`src/design/stst_pkg.sv`:
```
// Shared types and constants for the stroke straightness test.
// Used by the controller, the datapath and the top level; no dependencies.
package stst_pkg;

  localparam int MAX_POINTS_DEF = 4096;
  localparam int COORD_BITS_DEF = 16;
  localparam int IN_COORD_W     = 16;
  localparam int THR_W          = 16;
  localparam int MINP_W         = 13;
  localparam int TOTAL_W        = 13;
  localparam int VERDICT_W      = 2;
  localparam logic [THR_W-1:0]  THR_RESET  = 16'd6554;
  localparam logic [MINP_W-1:0] MINP_RESET = 13'd8;

  typedef enum logic [VERDICT_W-1:0] {
    V_STRAIGHT = 2'd0,
    V_BENT     = 2'd1,
    V_SHORT    = 2'd2,
    V_OVERFLOW = 2'd3
  } verdict_t;

  typedef enum logic [3:0] {
    DP_IDLE,
    DP_CAPTURE,
    DP_SQ_XX,
    DP_SQ_YY,
    DP_SQ_XY,
    DP_LOAD,
    DP_RUN,
    DP_STORE,
    DP_CLEAR
  } dp_op_t;

  typedef enum logic [3:0] {
    ST_NXX,
    ST_SX2,
    ST_NYY,
    ST_SY2,
    ST_NXY,
    ST_SXSY,
    ST_XXYY,
    ST_XY2,
    ST_LHS,
    ST_T2,
    ST_RHS
  } step_t;

  typedef struct packed {
    dp_op_t op;
    step_t  step;
  } dp_cmd_t;

  typedef struct packed {
    logic busy;
    logic ovf;
    logic short_pts;
    logic t_zero;
    logic less;
  } dp_stat_t;

endpackage

```
`src/design/stst_datapath.sv`:
```
// Datapath: point accumulators, scatter terms and a shared shift-add multiplier.
// Depends on stst_pkg for command and status types.
module stst_datapath #(
  parameter int MAX_POINTS = stst_pkg::MAX_POINTS_DEF,
  parameter int COORD_BITS = stst_pkg::COORD_BITS_DEF,
  parameter int CNT_W      = $clog2(MAX_POINTS + 1)
) (
  input  logic                                clk,
  input  logic                                rst_n,
  input  stst_pkg::dp_cmd_t                   cmd,
  input  logic signed [stst_pkg::IN_COORD_W-1:0] in_x,
  input  logic signed [stst_pkg::IN_COORD_W-1:0] in_y,
  input  logic [stst_pkg::THR_W-1:0]          thr,
  input  logic [stst_pkg::MINP_W-1:0]         min_pts,
  output stst_pkg::dp_stat_t                  st,
  output logic [CNT_W-1:0]                    count
);
  import stst_pkg::*;

  localparam int CW    = COORD_BITS;
  localparam int SUM_W = CW + CNT_W;
  localparam int SQ_W  = 2 * CW + CNT_W;
  localparam int SC_W  = CNT_W + SQ_W + 1;
  localparam int MB_W  = (SC_W + 1 > 34) ? SC_W + 1 : 34;
  localparam int PW    = 2 * SC_W + 36;
  localparam logic [CNT_W-1:0] CNT_MAX = CNT_W'(MAX_POINTS);

  logic [CW-1:0] xc, yc;
  for (genvar i = 0; i < CW; i++) begin : g_coord
    if (i < IN_COORD_W) begin : g_in
      assign xc[i] = in_x[i];
      assign yc[i] = in_y[i];
    end else begin : g_pad
      assign xc[i] = 1'b0;
      assign yc[i] = 1'b0;
    end
  end

  logic [CNT_W-1:0]        cnt_r;
  logic                    ovf_r, take_r;
  logic signed [CW-1:0]    x_r, y_r;
  logic signed [SUM_W-1:0] sx_r, sy_r;
  logic [SQ_W-1:0]         sxx_r, syy_r;
  logic signed [SQ_W-1:0]  sxy_r;
  logic [SC_W-1:0]         cxx_r, cyy_r, cxy_r;
  logic [SC_W:0]           t_r;
  logic [PW-1:0]           tmp_r, t2_r, a_r, prod_r;
  logic [MB_W-1:0]         b_r;
  logic                    less_r;

  logic signed [CW-1:0]   sq_a, sq_b;
  logic signed [2*CW-1:0] sq_p;
  logic [SUM_W-1:0]       mag_x, mag_y;
  logic [SQ_W-1:0]        mag_xy;
  logic [16:0]            bb;
  logic [33:0]            bb2;
  logic [PW-1:0]          a_nxt, comb_xy;
  logic [MB_W-1:0]        b_nxt;
  logic [CNT_W+MINP_W-1:0] cnt_ext, min_ext;

  always_comb begin
    sq_a = x_r;
    sq_b = x_r;
    case (cmd.op)
      DP_SQ_YY: begin
        sq_a = y_r;
        sq_b = y_r;
      end
      DP_SQ_XY: begin
        sq_a = x_r;
        sq_b = y_r;
      end
      default: begin
        sq_a = x_r;
        sq_b = x_r;
      end
    endcase
  end
  assign sq_p = sq_a * sq_b;

  assign mag_x  = sx_r[SUM_W-1] ? SUM_W'(-sx_r) : SUM_W'(sx_r);
  assign mag_y  = sy_r[SUM_W-1] ? SUM_W'(-sy_r) : SUM_W'(sy_r);
  assign mag_xy = sxy_r[SQ_W-1] ? SQ_W'(-sxy_r) : SQ_W'(sxy_r);
  assign bb     = {1'b1, thr};
  assign bb2    = bb * bb;

  always_comb begin
    a_nxt = '0;
    b_nxt = '0;
    unique case (cmd.step)
      ST_NXX: begin
        a_nxt = PW'(sxx_r);
        b_nxt = MB_W'(cnt_r);
      end
      ST_SX2: begin
        a_nxt = PW'(mag_x);
        b_nxt = MB_W'(mag_x);
      end
      ST_NYY: begin
        a_nxt = PW'(syy_r);
        b_nxt = MB_W'(cnt_r);
      end
      ST_SY2: begin
        a_nxt = PW'(mag_y);
        b_nxt = MB_W'(mag_y);
      end
      ST_NXY: begin
        a_nxt = PW'(mag_xy);
        b_nxt = MB_W'(cnt_r);
      end
      ST_SXSY: begin
        a_nxt = PW'(mag_x);
        b_nxt = MB_W'(mag_y);
      end
      ST_XXYY: begin
        a_nxt = PW'(cxx_r);
        b_nxt = MB_W'(cyy_r);
      end
      ST_XY2: begin
        a_nxt = PW'(cxy_r);
        b_nxt = MB_W'(cxy_r);
      end
      ST_LHS: begin
        a_nxt = tmp_r;
        b_nxt = MB_W'(bb2);
      end
      ST_T2: begin
        a_nxt = PW'(t_r);
        b_nxt = MB_W'(t_r);
      end
      ST_RHS: begin
        a_nxt = t2_r;
        b_nxt = MB_W'({thr, 16'b0});
      end
      default: begin
        a_nxt = '0;
        b_nxt = '0;
      end
    endcase
  end

  always_comb begin
    if (sxy_r[SQ_W-1] == (sx_r[SUM_W-1] ^ sy_r[SUM_W-1])) begin
      comb_xy = (tmp_r >= prod_r) ? tmp_r - prod_r : prod_r - tmp_r;
    end else begin
      comb_xy = tmp_r + prod_r;
    end
  end

  always_ff @(posedge clk) begin
    if (!rst_n) begin
      cnt_r  <= '0;
      ovf_r  <= 1'b0;
      take_r <= 1'b0;
      sx_r   <= '0;
      sy_r   <= '0;
      sxx_r  <= '0;
      syy_r  <= '0;
      sxy_r  <= '0;
      b_r    <= '0;
    end else begin
      case (cmd.op)
        DP_CAPTURE: begin
          x_r <= xc;
          y_r <= yc;
          if (cnt_r == CNT_MAX) begin
            ovf_r  <= 1'b1;
            take_r <= 1'b0;
          end else begin
            take_r <= 1'b1;
            cnt_r  <= cnt_r + 1'b1;
            sx_r   <= sx_r + {{CNT_W{xc[CW-1]}}, xc};
            sy_r   <= sy_r + {{CNT_W{yc[CW-1]}}, yc};
          end
        end
        DP_SQ_XX: if (take_r) sxx_r <= sxx_r + SQ_W'(unsigned'(sq_p));
        DP_SQ_YY: if (take_r) syy_r <= syy_r + SQ_W'(unsigned'(sq_p));
        DP_SQ_XY: if (take_r) sxy_r <= sxy_r + {{CNT_W{sq_p[2*CW-1]}}, sq_p};
        DP_LOAD: begin
          a_r    <= a_nxt;
          b_r    <= b_nxt;
          prod_r <= '0;
        end
        DP_RUN: begin
          if (b_r != '0) begin
            if (b_r[0]) prod_r <= prod_r + a_r;
            a_r <= {a_r[PW-2:0], 1'b0};
            b_r <= b_r >> 1;
          end
        end
        DP_STORE: begin
          unique case (cmd.step)
            ST_NXX, ST_NYY, ST_NXY, ST_XXYY, ST_LHS: tmp_r <= prod_r;
            ST_SX2:  cxx_r <= SC_W'(tmp_r - prod_r);
            ST_SY2:  cyy_r <= SC_W'(tmp_r - prod_r);
            ST_SXSY: begin
              cxy_r <= SC_W'(comb_xy);
              t_r   <= {1'b0, cxx_r} + {1'b0, cyy_r};
            end
            ST_XY2:  tmp_r  <= tmp_r - prod_r;
            ST_T2:   t2_r   <= prod_r;
            ST_RHS:  less_r <= (tmp_r < prod_r);
            default: less_r <= less_r;
          endcase
        end
        DP_CLEAR: begin
          cnt_r  <= '0;
          ovf_r  <= 1'b0;
          take_r <= 1'b0;
          sx_r   <= '0;
          sy_r   <= '0;
          sxx_r  <= '0;
          syy_r  <= '0;
          sxy_r  <= '0;
        end
        default: take_r <= take_r;
      endcase
    end
  end

  assign cnt_ext = {{MINP_W{1'b0}}, cnt_r};
  assign min_ext = {{CNT_W{1'b0}}, min_pts};

  assign st.busy      = (b_r != '0);
  assign st.ovf       = ovf_r;
  assign st.short_pts = (cnt_ext < min_ext);
  assign st.t_zero    = (t_r == '0);
  assign st.less      = less_r;
  assign count        = cnt_r;

endmodule

```
`src/design/stst_ctrl.sv`:
```
// Controller: sequences accumulation, the straightness test and the result beat.
// Depends on stst_pkg for command, status and verdict types.
module stst_ctrl #(
  parameter int CNT_W = 13
) (
  input  logic                               clk,
  input  logic                               rst_n,
  input  logic                               in_tvalid,
  output logic                               in_tready,
  input  logic                               in_tlast,
  output logic                               out_tvalid,
  input  logic                               out_tready,
  output logic [stst_pkg::VERDICT_W-1:0]     out_verdict,
  output logic [stst_pkg::TOTAL_W-1:0]       out_total,
  output stst_pkg::dp_cmd_t                  cmd,
  input  stst_pkg::dp_stat_t                 st,
  input  logic [CNT_W-1:0]                   count
);
  import stst_pkg::*;

  typedef enum logic [3:0] {
    S_IDLE, S_SQXX, S_SQYY, S_SQXY, S_DECIDE, S_LOAD, S_RUN, S_STORE,
    S_TCHK, S_FIN, S_EMIT
  } state_t;

  state_t   state_r;
  step_t    step_r;
  logic     last_r;
  verdict_t pend_r;
  logic     out_valid_r;
  verdict_t verdict_r;
  logic [TOTAL_W-1:0] total_r;
  logic [CNT_W+TOTAL_W-1:0] count_ext;

  assign count_ext = {{TOTAL_W{1'b0}}, count};
  assign in_tready = (state_r == S_IDLE);

  always_comb begin
    cmd.step = step_r;
    unique case (state_r)
      S_IDLE:  cmd.op = in_tvalid ? DP_CAPTURE : DP_IDLE;
      S_SQXX:  cmd.op = DP_SQ_XX;
      S_SQYY:  cmd.op = DP_SQ_YY;
      S_SQXY:  cmd.op = DP_SQ_XY;
      S_LOAD:  cmd.op = DP_LOAD;
      S_RUN:   cmd.op = DP_RUN;
      S_STORE: cmd.op = DP_STORE;
      S_EMIT:  cmd.op = (!out_valid_r || out_tready) ? DP_CLEAR : DP_IDLE;
      default: cmd.op = DP_IDLE;
    endcase
  end

  always_ff @(posedge clk) begin
    if (!rst_n) begin
      state_r     <= S_IDLE;
      step_r      <= ST_NXX;
      last_r      <= 1'b0;
      pend_r      <= V_STRAIGHT;
      out_valid_r <= 1'b0;
    end else begin
      if (out_valid_r && out_tready && state_r != S_EMIT) out_valid_r <= 1'b0;
      unique case (state_r)
        S_IDLE: begin
          if (in_tvalid) begin
            last_r  <= in_tlast;
            state_r <= S_SQXX;
          end
        end
        S_SQXX: state_r <= S_SQYY;
        S_SQYY: state_r <= S_SQXY;
        S_SQXY: state_r <= last_r ? S_DECIDE : S_IDLE;
        S_DECIDE: begin
          if (st.ovf) begin
            pend_r  <= V_OVERFLOW;
            state_r <= S_EMIT;
          end else if (st.short_pts) begin
            pend_r  <= V_SHORT;
            state_r <= S_EMIT;
          end else begin
            step_r  <= ST_NXX;
            state_r <= S_LOAD;
          end
        end
        S_LOAD: state_r <= S_RUN;
        S_RUN:  if (!st.busy) state_r <= S_STORE;
        S_STORE: begin
          unique case (step_r)
            ST_SXSY: state_r <= S_TCHK;
            ST_RHS:  state_r <= S_FIN;
            default: begin
              step_r  <= step_t'(step_r + 1'b1);
              state_r <= S_LOAD;
            end
          endcase
        end
        S_TCHK: begin
          if (st.t_zero) begin
            pend_r  <= V_BENT;
            state_r <= S_EMIT;
          end else begin
            step_r  <= ST_XXYY;
            state_r <= S_LOAD;
          end
        end
        S_FIN: begin
          pend_r  <= st.less ? V_STRAIGHT : V_BENT;
          state_r <= S_EMIT;
        end
        S_EMIT: begin
          if (!out_valid_r || out_tready) begin
            out_valid_r <= 1'b1;
            verdict_r   <= pend_r;
            total_r     <= count_ext[TOTAL_W-1:0];
            state_r     <= S_IDLE;
          end
        end
        default: state_r <= S_IDLE;
      endcase
    end
  end

  assign out_tvalid  = out_valid_r;
  assign out_verdict = verdict_r;
  assign out_total   = total_r;

`ifndef NO_ASSERTIONS
  a_ready_idle_mul: assert property (@(posedge clk) disable iff (!rst_n)
    in_tready |-> !st.busy) else $error("point accepted while multiplier busy");
  a_clear_count: assert property (@(posedge clk) disable iff (!rst_n)
    cmd.op == DP_CLEAR |=> (count == '0 && !st.ovf))
    else $error("accumulators not cleared after result");
  a_capture_seq: assert property (@(posedge clk) disable iff (!rst_n)
    cmd.op == DP_CAPTURE |=> state_r == S_SQXX)
    else $error("capture not followed by square accumulation");
`endif

endmodule

```
`src/design/stroke_straightness_test_core.sv`:
```
// Stroke straightness test: each point is accepted, then gets three square updates before the next.
// The last point then runs up to eleven shift-add multiplies in the shared datapath multiplier,
// each a load, a run that shifts out its second operand bit by bit, and a store.
// The result beat waits in an output register while new points are accepted.
// Synchronous active-low reset clears the accumulators and restores register defaults.
module stroke_straightness_test_core #(
  parameter int MAX_POINTS = stst_pkg::MAX_POINTS_DEF,
  parameter int COORD_BITS = stst_pkg::COORD_BITS_DEF
) (
  input  logic        clk,
  input  logic        rst_n,
  input  logic        in_tvalid,
  output logic        in_tready,
  input  logic [31:0] in_tdata,   // x_coord [15:0], y_coord [31:16]
  input  logic        in_tlast,
  output logic        out_tvalid,
  input  logic        out_tready,
  output logic [15:0] out_tdata,  // verdict [1:0], point_total [14:2], zero [15]
  input  logic        cfg_psel,
  input  logic        cfg_penable,
  input  logic        cfg_pwrite,
  input  logic [2:0]  cfg_paddr,
  input  logic [31:0] cfg_pwdata,
  output logic [31:0] cfg_prdata,
  output logic        cfg_pready
);
  import stst_pkg::*;

  localparam int CNT_W = $clog2(MAX_POINTS + 1);

  logic [THR_W-1:0]   thr_r;
  logic [MINP_W-1:0]  minp_r;
  dp_cmd_t            cmd;
  dp_stat_t           st;
  logic [CNT_W-1:0]   count;
  logic [VERDICT_W-1:0] verdict;
  logic [TOTAL_W-1:0] total;

  assign cfg_pready = 1'b1;

  always_ff @(posedge clk) begin
    if (!rst_n) begin
      thr_r  <= THR_RESET;
      minp_r <= MINP_RESET;
    end else if (cfg_psel && cfg_penable && cfg_pwrite) begin
      if (cfg_paddr[2]) minp_r <= cfg_pwdata[MINP_W-1:0];
      else              thr_r  <= cfg_pwdata[THR_W-1:0];
    end
  end

  assign cfg_prdata = cfg_paddr[2] ? {{(32-MINP_W){1'b0}}, minp_r}
                                   : {{(32-THR_W){1'b0}}, thr_r};

  stst_datapath #(
    .MAX_POINTS (MAX_POINTS),
    .COORD_BITS (COORD_BITS),
    .CNT_W      (CNT_W)
  ) u_dp (
    .clk     (clk),
    .rst_n   (rst_n),
    .cmd     (cmd),
    .in_x    (in_tdata[15:0]),
    .in_y    (in_tdata[31:16]),
    .thr     (thr_r),
    .min_pts (minp_r),
    .st      (st),
    .count   (count)
  );

  stst_ctrl #(
    .CNT_W (CNT_W)
  ) u_ctrl (
    .clk         (clk),
    .rst_n       (rst_n),
    .in_tvalid   (in_tvalid),
    .in_tready   (in_tready),
    .in_tlast    (in_tlast),
    .out_tvalid  (out_tvalid),
    .out_tready  (out_tready),
    .out_verdict (verdict),
    .out_total   (total),
    .cmd         (cmd),
    .st          (st),
    .count       (count)
  );

  assign out_tdata = {1'b0, total, verdict};

endmodule

```
`config.mk`:
```
export PLATFORM = sky130hd
export DESIGN_NAME = stroke_straightness_test_core
export DESIGN_NICKNAME = d
export VERILOG_FILES = /design/src/design/stst_pkg.sv /design/src/design/stst_datapath.sv /design/src/design/stst_ctrl.sv /design/src/design/stroke_straightness_test_core.sv
export SDC_FILE = /design/constraint.sdc
export NUM_CORES = 2
export LEC_CHECK = 0
export BUFFER_PORTS_ARGS = -buffer_cell sky130_fd_sc_hd__buf_2
export CORE_MARGIN = 2
export CORE_UTILIZATION = 55
export CTS_CLUSTER_SIZE = 30
export DETAILED_ROUTE_END_ITERATION = 7
export GPL_TIMING_DRIVEN = 0
export PLACE_DENSITY = 0.78
export SLEW_MARGIN = 20
export SYNTH_ARGS = -nofsm -noshare
export SYNTH_HDL_FRONTEND = slang
export SYNTH_SLANG_ARGS = --single-unit
```
`constraint.sdc`:
```
create_clock -name clk -period 12.31 [get_ports clk]
set_input_delay 0.6155 -clock clk [delete_from_list [all_inputs] [get_ports clk]]
set_output_delay 0.6155 -clock clk [all_outputs]
set_load 0.02 [all_outputs]
```
==> flow_metrics.tcl <==
set metrics [dict create \
    outcome "finished with violations" \
    violations "DRC" \
    cts_made_buffers 145 \
    die-area_um2 194000 \
    synth-edff-count 901 \
    worstPathArrival_ns 12.65 \
    critPathMaxStageDelay_ns 0.66 \
    wl_mm 440 \
    cp_data_required_time_ns 13.04 \
    ioPinCount 126 \
    syn_area_um2 105000 \
    fin_skew_ns 0.0329 \
    finalHoldViolCount 0 \
    htree_levels 4 \
    gp_congestion 1.17 \
    postRouteAntennaNets 0 \
    grt_max_degree 57 \
    overflow 0 \
    cts_tree "done" \
    drtPass1Iterations 8 \
    synth_ff_type "edfxtp_1" \
    async_reset_ff_frac 0 \
    worstSkewPairLatency_ns 0.85 \
    rows 160 \
    synth_common_cells "nor2_1 (1334), nand2_1 (1110), inv_1 (1067)" \
    startpoint_type "register" \
    cp-end-kind "register" \
    tightest_slew_ns 1.47 \
    synth_cell_type_count 96 \
    track_usage 0.444 \
    initial_core_util 0.552 \
    cts_buffer_depth 3 \
    hold_path.class "primary input to register" \
    maxSlewViolCount 0 \
    synth.most_common_cell "nor2_1" \
    path_clk_slew_ns 0.06 \
    postCtsSetupBuffers 0 \
    maxSlewHeadroom 0.0143 \
    path_class "register to register" \
    syn2layout_area_growth_pct 9.75 \
    drt_iter0_markers 14900 \
    finalSetupViolCount 0 \
    synth.top_cell.area_share 0.259 \
    grt_pass1_vias 94000 \
    antenna_found_initial 44 \
    path_common_cell "fa_1" \
    vias 99500 \
    max_freq_mhz 83.9 \
    synthCells 11900 \
    drive_gt1_frac 0.0487 \
    ys_seq_area_frac 0.318 \
    die_h_um 440 \
    grt_pass1_wl_mm 632 \
    max_cap_viol_count 0 \
    ys_warn_count 0 \
    synth.area.top_cells "edfxtp_1 (26%), ha_1 (10%), fa_1 (8.9%)" \
    port_buffers 88 \
    cts.sinks 1210 \
    synth.avg_cell_area_um2 8.76 \
    dp.cells 14600 \
    root_buffer "clkbuf_16" \
    hpwl_mm 354 \
    crit_slowest_cell "nor2_1" \
    drc 18 \
    layout.nets 13700 \
    core_um2 190000 \
    synth_top_area_cell "edfxtp_1" \
    wl_per_cell_um 29.5 \
    die_x_um 440 \
    final_cells 14900 \
    fin_crit_ns 11.91 \
    vias_per_cell 6.67 \
    grt_setup_unrepaired "false" \
    synth-seq-cells 1210 \
    path_max_fanout 10 \
    fin_crit_sh 0.968 \
]
placed cells by master, fill, tap and decap left out, types with 44 or more instances in the layout:
cell / instances
o21ai_0: 666
and2_1: 72
o21bai_1: 173
nor4_1: 75
nand2b_1: 89
mux2i_1: 52
buf_1: 44
clkbuf_16: 147
ha_1: 863
nor2_1: 1326
buf_2: 115
nand3_1: 201
a21oi_1: 987
dfxtp_1: 309
fa_1: 465
nand4_1: 188
a22oi_1: 152
edfxtp_1: 901
nand2_1: 1107
xor2_1: 227
inv_1: 1067
a31oi_1: 95
o21a_1: 85
o211ai_1: 90
xnor2_1: 452
and3_1: 70
nor2b_1: 80
nor3_1: 151
a21o_1: 343
o31ai_1: 64
or3_1: 63
a211oi_1: 85
clkbuf_1: 498
a221oi_1: 178
cell type report:
class / instances / area (um^2)
fillers: 16300 / 74700
multi-input cells: 9061 / 65300
flip-flops and latches: 1210 / 33200
inverters: 1077 / 4040
clock buffers: 173 / 3860
well taps: 2511 / 3140
plain buffers: 609 / 2510
repair buffers: 160 / 1670
clock inverters: 86 / 1000
diodes: 36 / 90.1
per-stage QoR:
step / setup WS (ns) / TNS, ns / cell area, um^2 / util / hold slack (ns)
6_report: 0.397 / 0 / 115000 / 0.606 / 0.0278
4_1_cts: 0.0727 / 0 / 115000 / 0.605 / 0.0000239
3_3_place_gp: -6.21 / -1652.04 / 108000 / 0.571 / 0.452
2_1_floorplan: 1.59 / 0 / 105000 / - / 0.408
3_5_place_dp: -1.00 / -21.82 / 109000 / 0.577 / 0.458
5_1_grt: 0.0412 / 0 / 115000 / 0.605 / 0.0109
registers in the layout, indices dropped and copies added (netlist names), 45 cells and up:
signal	flops
u_dp.sxx_r	45
u_dp.prod_r	154
u_dp.sxy_r	45
u_dp.syy_r	45
u_dp.t2_r	154
u_dp.cyy_r	59
u_dp.tmp_r	154
u_dp.cxy_r	59
u_dp.b_r	60
u_dp.a_r	154
u_dp.t_r	60
u_dp.cxx_r	59
final timing paths:
check                                end  slack [ns]  depth (start not counted)                      startpoint
min               u_dp.y_r[12]$_DFFE_PP_        0.03                          1                    in_tdata[28]
min reg2reg       minp_r[4]$_SDFFE_PN0P_        0.47                          2          minp_r[4]$_SDFFE_PN0P_
max reg2reg  u_dp.sxx_r[39]$_SDFFE_PN0P_        0.40                         37  u_ctrl.state_r[0]$_SDFFE_PN0P_
max          u_dp.sxx_r[39]$_SDFFE_PN0P_        0.40                         37  u_ctrl.state_r[0]$_SDFFE_PN0P_
repair_timing:
action / 4_1_cts / 5_1_grt
endpoints found under the setup margin: 42 / 30
endpoints found under the hold margin: 26 / 0
hold buffers: 24 / 0
gates resized for setup: 23 / 17
logic make-up after synthesis:
group | after synthesis | synth area share
adders and majority gates | 1328 | 0.192
buffers and inverters | 1690 | 0.0623
DFF | 1210 | 0.318
AOI/OAI and AO/OA | 3368 | 0.209
muxes | 89 | 0.00879
xor gates and xnor gates | 688 | 0.0576
other | 2 | 0.0000718
and+or+nand+nor | 3570 | 0.152
critical path, delay by kind of cell (launching register included):
family                   cells  cell delay, ns
AND/OR/NAND/NOR             11            2.80
multiplexers                 1            0.54
flip-flops                   1            0.31
buffers and inverters        7            1.27
adder cells (fa/ha/maj)      8            3.84
AO/OA/AOI/OAI                9            2.52
XOR/XNOR                     1            0.49
routing by layer:
metal	vias to the layer above	GRT usage	wire [um]
met2	6685	0.645	182000
met1	48100	0.568	164000
met4	38	0.294	35100
met3	1548	0.139	58700
met5	-	0	252
li1	43200	-	-
Power is left out: the tool's default activity adds up to more than one toggle a clock period on the data nets, which glitch-free logic cannot reach.
